<file path="src/sv/sir_pkg.sv">
// Types and constants shared by the sequenced image receiver modules.
package sir_pkg;

    localparam int LEN_W   = 19;
    localparam int ADDR_W  = 18;
    localparam int FRAME_W = 16;
    localparam int SUM_W   = 32;
    localparam int TYPE_W  = 8;

    localparam logic [LEN_W-1:0] COUNT_MAX = {LEN_W{1'b1}};

    // Configuration register indexes.
    localparam logic CFG_IMAGE_LENGTH  = 1'b0;
    localparam logic CFG_TRANSFER_TYPE = 1'b1;

    typedef enum logic [1:0] {
        OP_START = 2'd0,
        OP_DATA  = 2'd1,
        OP_CHECK = 2'd2,
        OP_END   = 2'd3
    } t_op;

    typedef enum logic [2:0] {
        ST_OK           = 3'd0,
        ST_INACTIVE     = 3'd1,
        ST_FRAME_AHEAD  = 3'd2,
        ST_OVERFLOW     = 3'd3,
        ST_LEN_MISMATCH = 3'd4,
        ST_SUM_MISMATCH = 3'd5,
        ST_TOO_LONG     = 3'd6
    } t_status;

    typedef enum logic [1:0] {
        V_UNCHECKED = 2'd0,
        V_SEQUENCED = 2'd1,
        V_DUPLICATE = 2'd2,
        V_AHEAD     = 2'd3
    } t_verdict;

    typedef struct packed {
        logic               armed;
        logic [LEN_W-1:0]   byte_count;
        logic [FRAME_W-1:0] frame_count;
        logic [SUM_W-1:0]   byte_sum;
        logic               inside_frame;
        t_verdict           verdict;
    } t_state;

    typedef struct packed {
        t_op                op;
        logic [7:0]         data_byte;
        logic [FRAME_W-1:0] frame_number;
        logic               last_in_frame;
        logic               sequenced;
        logic [SUM_W-1:0]   expected_checksum;
    } t_item;

    typedef struct packed {
        t_status            status;
        logic               write_enable;
        logic [ADDR_W-1:0]  write_address;
        logic [7:0]         write_data;
        logic               active;
        logic [SUM_W-1:0]   computed_sum;
    } t_result;

endpackage

</file>
<file path="src/sv/sir_step.sv">
// Next-state and result logic for one item of the image receiver.
module sir_step import sir_pkg::*; #(
    parameter int unsigned MAX_IMAGE_BYTES = 262144
) (
    input  t_state            i_state,
    input  t_item             i_item,
    input  logic [LEN_W-1:0]  i_image_length,
    input  logic [TYPE_W-1:0] i_transfer_type,
    output t_state            o_state,
    output t_result           o_result
);

    logic     too_long;
    logic     at_limit;
    logic     count_sat;
    t_verdict verdict;

    // Length against the build-time maximum, and the overflow limit.
    assign too_long  = 32'(i_image_length) > 32'(MAX_IMAGE_BYTES);
    assign at_limit  = (i_state.byte_count >= i_image_length) ||
                       (32'(i_state.byte_count) >= 32'(MAX_IMAGE_BYTES));
    assign count_sat = (i_state.byte_count == COUNT_MAX);

    // The first byte of a frame decides the verdict for the whole frame.
    always_comb begin
        if (i_state.inside_frame) begin
            verdict = i_state.verdict;
        end else if (!i_item.sequenced) begin
            verdict = V_UNCHECKED;
        end else if (i_item.frame_number == i_state.frame_count) begin
            verdict = V_SEQUENCED;
        end else if (i_item.frame_number < i_state.frame_count) begin
            verdict = V_DUPLICATE;
        end else begin
            verdict = V_AHEAD;
        end
    end

    // Operation decode and state update.
    always_comb begin
        o_state                = i_state;
        o_result               = '0;
        o_result.status        = ST_OK;
        case (i_item.op)
            OP_START: begin
                if (too_long) begin
                    o_result.status = ST_TOO_LONG;
                end else begin
                    o_state.byte_count   = '0;
                    o_state.byte_sum     = '0;
                    o_state.inside_frame = 1'b0;
                    o_state.verdict      = V_UNCHECKED;
                    o_state.armed        = (i_transfer_type != '0);
                end
            end
            OP_DATA: begin
                o_state.inside_frame = !i_item.last_in_frame;
                if (!i_state.armed) begin
                    o_result.status = ST_INACTIVE;
                end else begin
                    o_state.verdict = verdict;
                    if (verdict == V_AHEAD) begin
                        o_result.status = ST_FRAME_AHEAD;
                    end else if (verdict == V_DUPLICATE) begin
                        o_result.status = ST_OK;
                    end else if (at_limit) begin
                        // Overflow: the byte is dropped and the transfer cancelled.
                        if (!count_sat) begin
                            o_state.byte_count = i_state.byte_count + 1'b1;
                        end
                        o_state.armed   = 1'b0;
                        o_result.status = ST_OVERFLOW;
                        if (verdict == V_SEQUENCED) begin
                            o_state.frame_count = '0;
                        end
                    end else begin
                        o_result.write_enable  = 1'b1;
                        o_result.write_address = i_state.byte_count[ADDR_W-1:0];
                        o_result.write_data    = i_item.data_byte;
                        o_state.byte_sum       = i_state.byte_sum +
                                                 SUM_W'(i_item.data_byte);
                        if (!count_sat) begin
                            o_state.byte_count = i_state.byte_count + 1'b1;
                        end
                        if (i_item.last_in_frame && (verdict == V_SEQUENCED)) begin
                            o_state.frame_count = i_state.frame_count + 1'b1;
                        end
                    end
                end
            end
            OP_CHECK: begin
                if (i_state.byte_count != i_image_length) begin
                    o_state.armed   = 1'b0;
                    o_result.status = ST_LEN_MISMATCH;
                end else if (!i_state.armed) begin
                    o_result.status = ST_INACTIVE;
                end else if (i_item.expected_checksum != i_state.byte_sum) begin
                    o_state.armed   = 1'b0;
                    o_result.status = ST_SUM_MISMATCH;
                end
            end
            default: begin
                // End returns the transfer state to its reset value.
                o_state = '0;
            end
        endcase
        o_result.active       = o_state.armed;
        o_result.computed_sum = o_state.byte_sum;
    end

endmodule

</file>
<file path="src/sv/sequenced_image_receiver_core.sv">
// Top level of the sequenced image receiver: item register, step logic, result register.
// The receiver takes one item per clock cycle when the output side does not stall. Each
// item is captured in the item register and its result in the result register, which
// drives the outputs. The rate is set by the transfer state (count, frame number, running
// sum), which is read and updated once per item by a single pass of compare, increment and
// add between the item register and the result register. A stall on the output holds the
// result register, and the input stalls only when both the item register and the result
// register are occupied and the output stalls.
module sequenced_image_receiver_core import sir_pkg::*; #(
    parameter int unsigned MAX_IMAGE_BYTES = 262144
) (
    input  logic               i_clk,
    input  logic               i_rst_n,
    // Configuration write port.
    input  logic               i_cfg_write_enable,
    input  logic               i_cfg_index,
    input  logic [LEN_W-1:0]   i_cfg_data,
    // Input channel.
    input  logic               i_in_valid,
    output logic               o_in_stall,
    input  logic [1:0]         i_operation,
    input  logic [7:0]         i_data_byte,
    input  logic [FRAME_W-1:0] i_frame_number,
    input  logic               i_last_in_frame,
    input  logic               i_sequenced,
    input  logic [SUM_W-1:0]   i_expected_checksum,
    // Output channel.
    output logic               o_out_valid,
    input  logic               i_out_stall,
    output logic [2:0]         o_status,
    output logic               o_write_enable,
    output logic [ADDR_W-1:0]  o_write_address,
    output logic [7:0]         o_write_data,
    output logic               o_active,
    output logic [SUM_W-1:0]   o_computed_sum
);

    logic [LEN_W-1:0]  r_image_length;
    logic [TYPE_W-1:0] r_transfer_type;
    logic              r_item_valid;
    t_item             r_item;
    logic              r_res_valid;
    t_result           r_result;
    t_state            r_state;
    t_state            n_state;
    t_result           n_result;
    logic              advance;

    // Configuration registers.
    always_ff @(posedge i_clk) begin
        if (!i_rst_n) begin
            r_image_length  <= '0;
            r_transfer_type <= '0;
        end else if (i_cfg_write_enable) begin
            case (i_cfg_index)
                CFG_IMAGE_LENGTH:  r_image_length  <= i_cfg_data;
                CFG_TRANSFER_TYPE: r_transfer_type <= i_cfg_data[TYPE_W-1:0];
                default:           r_image_length  <= r_image_length;
            endcase
        end
    end

    // Handshake: an item moves on when the result register is free or being drained.
    assign advance    = r_item_valid && (!r_res_valid || !i_out_stall);
    assign o_in_stall = r_item_valid && r_res_valid && i_out_stall;

    // Item register.
    always_ff @(posedge i_clk) begin
        if (!i_rst_n) begin
            r_item_valid <= 1'b0;
        end else if (!o_in_stall) begin
            r_item_valid <= i_in_valid;
        end
    end

    always_ff @(posedge i_clk) begin
        if (i_in_valid && !o_in_stall) begin
            r_item.op                <= t_op'(i_operation);
            r_item.data_byte         <= i_data_byte;
            r_item.frame_number      <= i_frame_number;
            r_item.last_in_frame     <= i_last_in_frame;
            r_item.sequenced         <= i_sequenced;
            r_item.expected_checksum <= i_expected_checksum;
        end
    end

    // Per-item logic.
    sir_step #(
        .MAX_IMAGE_BYTES (MAX_IMAGE_BYTES)
    ) u_step (
        .i_state         (r_state),
        .i_item          (r_item),
        .i_image_length  (r_image_length),
        .i_transfer_type (r_transfer_type),
        .o_state         (n_state),
        .o_result        (n_result)
    );

    // Transfer state commits when the item moves into the result register.
    always_ff @(posedge i_clk) begin
        if (!i_rst_n) begin
            r_state <= '0;
        end else if (advance) begin
            r_state <= n_state;
        end
    end

    // Result register.
    always_ff @(posedge i_clk) begin
        if (!i_rst_n) begin
            r_res_valid <= 1'b0;
        end else if (advance) begin
            r_res_valid <= 1'b1;
        end else if (!i_out_stall) begin
            r_res_valid <= 1'b0;
        end
    end

    always_ff @(posedge i_clk) begin
        if (advance) begin
            r_result <= n_result;
        end
    end

    assign o_out_valid     = r_res_valid;
    assign o_status        = r_result.status;
    assign o_write_enable  = r_result.write_enable;
    assign o_write_address = r_result.write_address;
    assign o_write_data    = r_result.write_data;
    assign o_active        = r_result.active;
    assign o_computed_sum  = r_result.computed_sum;

endmodule

</file>
<file path="config.mk">
export PLATFORM = sky130hd
export DESIGN_NAME = sequenced_image_receiver_core
export DESIGN_NICKNAME = d
export VERILOG_FILES = /design/src/sv/sir_pkg.sv /design/src/sv/sir_step.sv /design/src/sv/sequenced_image_receiver_core.sv
export SDC_FILE = /design/constraint.sdc
export NUM_CORES = 1
export LEC_CHECK = 0
export BUFFER_PORTS_ARGS = -buffer_cell sky130_fd_sc_hd__buf_2
export CORE_MARGIN = 4
export CORE_UTILIZATION = 55
export CTS_CLUSTER_DIAMETER = 60
export DETAILED_ROUTE_END_ITERATION = 16
export PLACE_DENSITY = 0.8
export SLEW_MARGIN = 20
export SYNTH_ARGS = -nofsm -noshare
export SYNTH_HDL_FRONTEND = slang
export SYNTH_HIERARCHICAL = 1
export SYNTH_SLANG_ARGS = --single-unit
</file>
<file path="constraint.sdc">
create_clock -name i_clk -period 11.8 [get_ports i_clk]
set_clock_uncertainty 0.15 [all_clocks]
set_input_delay 1.77 -clock i_clk [delete_from_list [all_inputs] [get_ports i_clk]]
set_output_delay 1.77 -clock i_clk [all_outputs]
set_load 0.005 [all_outputs]
</file>
==> run metrics, run 1 <==
number of warning messages in the yosys log=6; CTS sink cnt=between 200 and 250; min-delay src=r_image_length[3]; clock period minus final worst setup slack=4210 ps; synthesis-to-layout area growth=11.4%; maximum ir drop on the vdd rail=0.124 mV; number of instances in the placed design=1552; number of endpoints with negative hold slack in the final report=0; post-CTS setup-driven buffer insertion count=0; register cell area after layout=approximately 5700 µm²; top flip-flop cell by instance count after synthesis=sky130_fd_sc_hd__edfxtp_1; Worst Setup Slack post-DPL=7590 ps; worst slew margin relative to its limit=0.360; global-route usage over all layers=0.228; die boundary width=155 µm; Fill cells=1726; Post-Syn Area=11800 µm²; Critical Path Start Type=input pin; GRT overflow=0; drt initial violations=between 1000 and 1500; later-pin clock latency in the skew report=520 ps; setup TNS=0 ps; pwr/cell area=approximately 140 nW/µm²; overall die area=23900 µm²; CTS-repair resized insts=0; placed cell areas=between 10000 and 15000 µm²; Mapped Cells=1232; leading cell type in the layout, fill and taps excluded=sky130_fd_sc_hd__nand2_1; starting density of the core=0.560; kind of end point of the critical path=output port; clock tree root buffer cell=sky130_fd_sc_hd__clkbuf_16; slowest cell on the critical path=sky130_fd_sc_hd__and3_1; via count of the first global-routing pass=around 9000; initial antenna violation count=0; async set or reset register ratio after synthesis=0; most used cells in the layout excluding fill and tap cells=sky130_fd_sc_hd__nand2_1 (164), sky130_fd_sc_hd__buf_2 (148), sky130_fd_sc_hd__edfxtp_1 (123), sky130_fd_sc_hd__nand3_1 (107), sky130_fd_sc_hd__dfxtp_1 (100); maximum achievable frequency=237 MHz; Finished Layout Cells=1597; Port Buffer Count=149; number of endpoints failing setup at the final stage=0; path category of the worst min-delay check=flop to flop; Pleak=between 0.004 and 0.005 µW; setup repair after global routing missed its margin=false; data arrival at the endpoint of the critical path=roughly 2300 ps; mean area per synthesized cell=9.59 µm²; Longest Clk Path Bufs=3; number of rows created at floorplan=53; aggregate routed wire length=28500 µm; actual slew at the worst max-slew pin=956 ps; vias after detailed routing=9760; die span in y=roughly 150 µm; hold slack final=between 300 and 400 ps; drt first pass iters=5; share of the clock period used by the worst path=0.357; Most common cell on crit path=sky130_fd_sc_hd__buf_2; wire per inst=17.8 µm; combined area of the multi-input logic cells=5290 µm²; Hold-fix buffers, CTS=0; count of pins on the block boundary=150; number of buffers added by the clock tree synthesis step=25; placed wire-length estimate=19000 µm; global-route wire length before repair=45100 µm; maximum number of pins on one net before global-route repair=206; Final Net Count=1435; Maximum Capacitance Violations=0; CP Class=input pin to output port; detailed-route DRC error count=0; post-route design area=13200 µm²; Core Footprint=between 20000 and 25000 µm²; routability congestion estimate from global placement=0.897; final antenna-violating net count=0; crit path launch=i_out_stall; critical path fanouts, max=3; sequential-to-total area share from yosys stat=0.482; data required time of the critical path=just under 10000 ps; Post-synth EDFFs=123; run status=complete, no violations; Max Slew Vio Count=0; beginning of the worst register-to-register path=r_state[59]; chain of cells forming the critical path=buf_2 > and3_1 > buf_2; Vias per Instance=6.11; clk slew on worst S/H paths=60 ps; share of cells above drive strength 1=0.169; Diodes inserted=0; CTS H-tree depth=1; Netlist cell types=71; number of flip-flops and latches in the synthesized netlist=~220; Worst path max stage delay=250 ps; CTS tree=built; worst setup margin=7590 ps; net count after synthesis=1363
-- final timing paths --
check                                          to  slack [ps]  cells past startpoint
worst max-delay path                   o_in_stall        7590                      3
worst min-delay path            r_image_length[3]         310                      2
worst max register to register        r_state[26]        7650                     10
worst min register to register  r_image_length[3]         310                      2
-- sequential cells by signal, summed over array words and instances, names as in the netlist --
signal	count
o_computed_sum	32
o_status	3
r_transfer_type	8
r_item_valid	1
o_active	1
o_out_valid	1
o_write_enable	1
o_write_address	18
o_write_data	8
r_item	60
r_image_length	19
r_state	71
-- critical path, delay by kind of cell --
family                 cells  cell delay (ps)
and+or+nand+nor            1              250
buffers and inverters      2              270
-- area by class of cell --
type                    instances  share of cell area
flip-flops and latches        223               0.433
multi-input cells             849               0.402
repair buffers                157              0.0623
clock buffers                  34              0.0532
well taps                     275              0.0261
inverters                      48              0.0137
clock inverters                11              0.0101
-- where the power goes --
part | internal, µW | switching, µW
Combinational | 48.3 | 91.4
Sequential | 848 | 15.1
Clock | 480 | 303
Total | 1380 | 410
-- cell usage after synthesis, types with 3 or more instances --
cell type / number / area (µm²)
sky130_fd_sc_hd__nand2_1: 164 / 616
sky130_fd_sc_hd__edfxtp_1: 123 / 3690
sky130_fd_sc_hd__nand3_1: 107 / 536
sky130_fd_sc_hd__dfxtp_1: 100 / 2000
sky130_fd_sc_hd__o21ai_0: 71 / 355
sky130_fd_sc_hd__o21ai_1: 53 / 265
sky130_fd_sc_hd__a21oi_1: 49 / 245
sky130_fd_sc_hd__inv_1: 47 / 176
sky130_fd_sc_hd__ha_1: 45 / 563
sky130_fd_sc_hd__and3_1: 43 / 269
sky130_fd_sc_hd__clkbuf_1: 42 / 158
sky130_fd_sc_hd__buf_4: 41 / 308
sky130_fd_sc_hd__a31oi_1: 37 / 231
sky130_fd_sc_hd__xnor2_1: 37 / 324
sky130_fd_sc_hd__nand4_1: 35 / 219
sky130_fd_sc_hd__nor2_1: 25 / 93.8
sky130_fd_sc_hd__buf_2: 20 / 100
sky130_fd_sc_hd__a21boi_0: 17 / 128
sky130_fd_sc_hd__a21o_1: 13 / 97.6
sky130_fd_sc_hd__a22o_1: 11 / 96.3
sky130_fd_sc_hd__nor4_1: 11 / 68.8
sky130_fd_sc_hd__o211ai_1: 11 / 82.6
sky130_fd_sc_hd__a21boi_1: 10 / 75.1
sky130_fd_sc_hd__and4_1: 10 / 87.6
sky130_fd_sc_hd__nor3_1: 10 / 50.1
sky130_fd_sc_hd__buf_6: 9 / 101
sky130_fd_sc_hd__a41oi_1: 7 / 61.3
sky130_fd_sc_hd__or4_1: 7 / 52.6
sky130_fd_sc_hd__a211oi_1: 4 / 30.0
sky130_fd_sc_hd__a221o_1: 4 / 40.0
sky130_fd_sc_hd__nand2b_1: 4 / 25.0
sky130_fd_sc_hd__o31ai_1: 4 / 30.0
sky130_fd_sc_hd__a211o_1: 3 / 26.3
sky130_fd_sc_hd__nand3b_1: 3 / 22.5
sky130_fd_sc_hd__nor2b_1: 3 / 18.8
sky130_fd_sc_hd__nor4_2: 3 / 37.5
sky130_fd_sc_hd__o21a_1: 3 / 22.5
-- per-stage QoR --
| stage | utilization | power [µW] |
|---|---|---|
| after floorplan | - | 967 |
| after global placement | 0.585 | 1010 |
| after detailed placement | 0.585 | 1020 |
| after CTS | 0.624 | 1800 |
| after global routing | 0.624 | 1850 |
| final | 0.624 | 1790 |
-- cell families (layout without fill, tap and decap cells) --
group,after synthesis,in the layout,synth area share
simple gates,437,437,0.188
xor+xnor,39,39,0.0289
buf+inv,160,250,0.0717
compound gates,327,327,0.180
fa+ha+maj,46,46,0.0493
flops,223,223,0.482
-- metal layers --
layer	global-route usage	share of wire	up-vias
li1	-	-	4693
met1	0.328	0.43	4550
met2	0.363	0.47	459
met3	0.0358	0.085	58
met4	0.0568	0.022	0
met5	0	0	-
No activity file was read; power rests on OpenSTA's default activity.
==> inputs of run 2 (changes only) <==
Settings changed: ABC_AREA from default to 1.
Clock period 11.8 ns to 4.4 ns, I/O delays scaled along.
==> run 2 against run 1 <==
  * Register-to-register slack got worse by 6600 ps
  * Sequential share of layout area fell by 3.8 points
  * Flip-flop and latch count did not move
  * Die area rose by 9.2%
  * Count of clock-buffer cells in the layout did not move
  * First-iteration DRC count fell by 22%
==> run metrics, run 2 <==
run status=complete, no violations; Vias per Instance=5.38 (-12%); maximum ir drop on the vdd rail=0.263 mV (+110%); net count after synthesis=1799 (+32%); crit path launch=r_state[45]; number of endpoints failing setup at the final stage=0 (unchanged); met2 usage=0.408 (+0.0450); met3 track demand over resource=0.0286 (-0.00724); die boundary width=162 µm (+4.5%); beginning of the worst register-to-register path=r_state[45]; register containing the most flip-flops in the final layout=r_state; actual slew at the worst max-slew pin=1000 ps (+48.2 ps); clock period minus final worst setup slack=3390 ps; ranking of synthesized cells by instance count=sky130_fd_sc_hd__nand2_1 (335), sky130_fd_sc_hd__inv_1 (217), sky130_fd_sc_hd__nor2_1 (205); most used cells in the layout excluding fill and tap cells=sky130_fd_sc_hd__nand2_1 (335), sky130_fd_sc_hd__inv_1 (216), sky130_fd_sc_hd__nor2_1 (204), sky130_fd_sc_hd__buf_2 (149), sky130_fd_sc_hd__nand3_1 (139); aggregate routed wire length=32200 µm (+13%); synthesis-to-layout area growth=11.5%; die span in y=162 µm (+4.5%); share of cells above drive strength 1=0.134 (-0.0342); endpoint of the worst setup timing path=r_state[20]; final antenna-violating net count=0 (unchanged); later-pin clock latency in the skew report=550 ps (+30 ps); met1 track demand over resource=0.317 (-0.0111); Post-synth EDFFs=123 (unchanged); Maximum Capacitance Violations=0 (unchanged); Worst Setup Slack post-DPL=1120 ps (-6470 ps); Post-Syn Area=13000 µm² (+9.7%); power consumption=5280 µW (+200%); Pleak=0.00609 µW (+24%); drt initial violations=830 (-22%); pwr/cell area=365 nW/µm² (+170%); CTS sink cnt=223 (unchanged); Hold-fix buffers, CTS=0 (unchanged); clock tree root buffer cell=sky130_fd_sc_hd__clkbuf_16; Core Footprint=22900 µm² (+8.7%); data arrival at the endpoint of the critical path=3680 ps (+1390 ps); wire per inst=15.4 µm (-14%); Synth area leaders=sky130_fd_sc_hd__edfxtp_1 (28%), sky130_fd_sc_hd__dfxtp_1 (15%), sky130_fd_sc_hd__nand2_1 (9.7%); most common cell in the netlist=sky130_fd_sc_hd__nand2_1; path category of the worst min-delay check=input pin to flop; mean area per synthesized cell=7.77 µm² (-19%); routability congestion estimate from global placement=0.939 (+4.7%); number of endpoints with negative hold slack in the final report=0 (unchanged); most used routing layer in global routing=met2; reg-to-reg critical path endpoint=r_state[20]; largest area contributor in the netlist=sky130_fd_sc_hd__edfxtp_1; overall die area=26100 µm² (+9.2%); Max Slew Vio Count=0 (unchanged); initial antenna violation count=0 (unchanged); clk slew on worst S/H paths=60 ps (about the same); leading cell type in the layout, fill and taps excluded=sky130_fd_sc_hd__nand2_1; Longest Clk Path Bufs=3 (unchanged); number of warning messages in the yosys log=6 (unchanged); number of rows created at floorplan=55 (+3.8%); buffers plus inverters on the worst setup path=3 (+1); Worst path max stage delay=490 ps (+240 ps); Port Buffer Count=149 (unchanged); CTS-repair resized insts=0 (unchanged); setup TNS=0 ps (unchanged); share of the clock period used by the worst path=0.770; placed wire-length estimate=22600 µm (+19%); Diodes inserted=0 (unchanged); CP Class=flop to flop; Final Net Count=1889 (+32%); worst slew margin relative to its limit=0.331 (-0.0293); setup slack, reg-to-reg=1010 ps (-6640 ps); Mapped Cells=1668 (+35%); max FFs per register=71 (unchanged); worst setup margin=1010 ps (-6580 ps); setup repair after global routing missed its margin=false; Critical Path Start Type=flop; starting density of the core=0.566 (+0.00525); global-route usage over all layers=0.240 (+0.0120); CTS tree=built; vias after detailed routing=11200 (+15%); CTS H-tree depth=1 (unchanged); critical path fanouts, max=19 (+16); cell depth of the worst setup path=19 (+16); hold slack final=136 ps (-172 ps); async set or reset register ratio after synthesis=0 (unchanged); top flip-flop cell by instance count after synthesis=sky130_fd_sc_hd__edfxtp_1; data required time of the critical path=4690 ps (-5190 ps); family with the most delay on the worst path=simple AND/OR/NAND/NOR gates; depth of the most critical reg-to-reg path=19 (+9); number of flip-flops and latches in the synthesized netlist=223 (unchanged); area share of the leading cell type in the synthesized netlist=0.285 (-0.0276); chain of cells forming the critical path=inv_1 > ha_1 > nand2_1 > nor2_1 > nand2_2 > o21ai_2 > nand2_4 > nor2_8 > inv_4 > nor2_8 > nand2_2 > nor2_4 > nor2_1 > o21ai_1 > o21ai_0 > inv_1 > nand3_1 > nand2_1 > nor2_1; Netlist cell types=48 (-32%); count of pins on the block boundary=150 (unchanged); number of buffers added by the clock tree synthesis step=25 (unchanged); slowest cell on the critical path=sky130_fd_sc_hd__dfxtp_1; detailed-route DRC error count=0 (unchanged); global-route wire length before repair=52200 µm (+16%); post-CTS setup-driven buffer insertion count=0 (unchanged); via count of the first global-routing pass=10700 (+21%); maximum achievable frequency=just under 300 MHz; drt first pass iters=6 (+1); Most common cell on crit path=sky130_fd_sc_hd__nor2_1; maximum number of pins on one net before global-route repair=93 (-55%); sequential-to-total area share from yosys stat=0.439 (-0.0426); GRT overflow=0 (unchanged); kind of end point of the critical path=flop
-- run 2: cell types whose count changed in the layout (fill, tap and decap cells not counted), moves of 19 or more --
| cell | previous run | this run |
|---|---|---|
| sky130_fd_sc_hd__nand2_1 | 164 | 335 |
| sky130_fd_sc_hd__and3_1 | 43 | 1 |
| sky130_fd_sc_hd__a21oi_1 | 48 | 114 |
| sky130_fd_sc_hd__o21ai_1 | 53 | 9 |
| sky130_fd_sc_hd__inv_1 | 47 | 216 |
| sky130_fd_sc_hd__a31oi_1 | 37 | 2 |
| sky130_fd_sc_hd__xor2_1 | 2 | 33 |
| sky130_fd_sc_hd__nor3_1 | 10 | 29 |
| sky130_fd_sc_hd__nand3_1 | 107 | 139 |
| sky130_fd_sc_hd__nor2_1 | 24 | 204 |
-- run 2: how the worst min path moves through the flow --
| stage | endpoint | slack [ps] | cells past startpoint | from |
|---|---|---|---|---|
| 3_5_place_dp | r_transfer_type[2] | 310 | 2 | r_transfer_type[2] |
| 3_3_place_gp | r_transfer_type[4] | 300 | 2 | r_transfer_type[4] |
| 6_report | r_item[18] | 140 | 1 | i_expected_checksum[18] |
| 4_1_cts | r_item[21] | 120 | 1 | i_expected_checksum[21] |
| 2_1_floorplan | r_transfer_type[2] | 290 | 2 | r_transfer_type[2] |
| 5_1_grt | r_item[34] | 130 | 1 | i_frame_number[0] |
-- run 2: metrics by stage --
step	util	cell area (µm²)	cells
after detailed placement	0.595	13600	2044
after global routing	0.631	14500	2090
after CTS	0.631	14500	2090
after global placement	0.595	13600	2044
after floorplan	-	13000	1668
final	0.631	14500	2090
-- run 2: power breakdown --
group	internal, µW	switching (µW)
Combinational	273	468
Clock	1240	863
Sequential	2320	111
-- run 2: layout make-up --
| type | instances | area (µm²) |
|---|---|---|
| well taps | 313 | 392 |
| inverters | 226 | 853 |
| clock inverters | 12 | 130 |
| fillers | 1999 | 8460 |
| multi-input cells | 1118 | 5830 |
| clock buffers | 34 | 701 |
| flip-flops and latches | 223 | 5700 |
| repair buffers | 164 | 858 |
-- run 2: logic make-up after synthesis --
kind of cell	after synthesis	share of synthesized area
compound gates	222	0.0910
xor+xnor	53	0.0358
fa+ha+maj	46	0.0450
buf+inv	327	0.113
flops	223	0.439
simple gates	797	0.276
-- run 2: metal layers --
metal	up-vias	share of wire
li1	5613	-
met1	5159	0.42
met2	403	0.47
met3	74	0.068
met4	0	0.034
met5	-	0
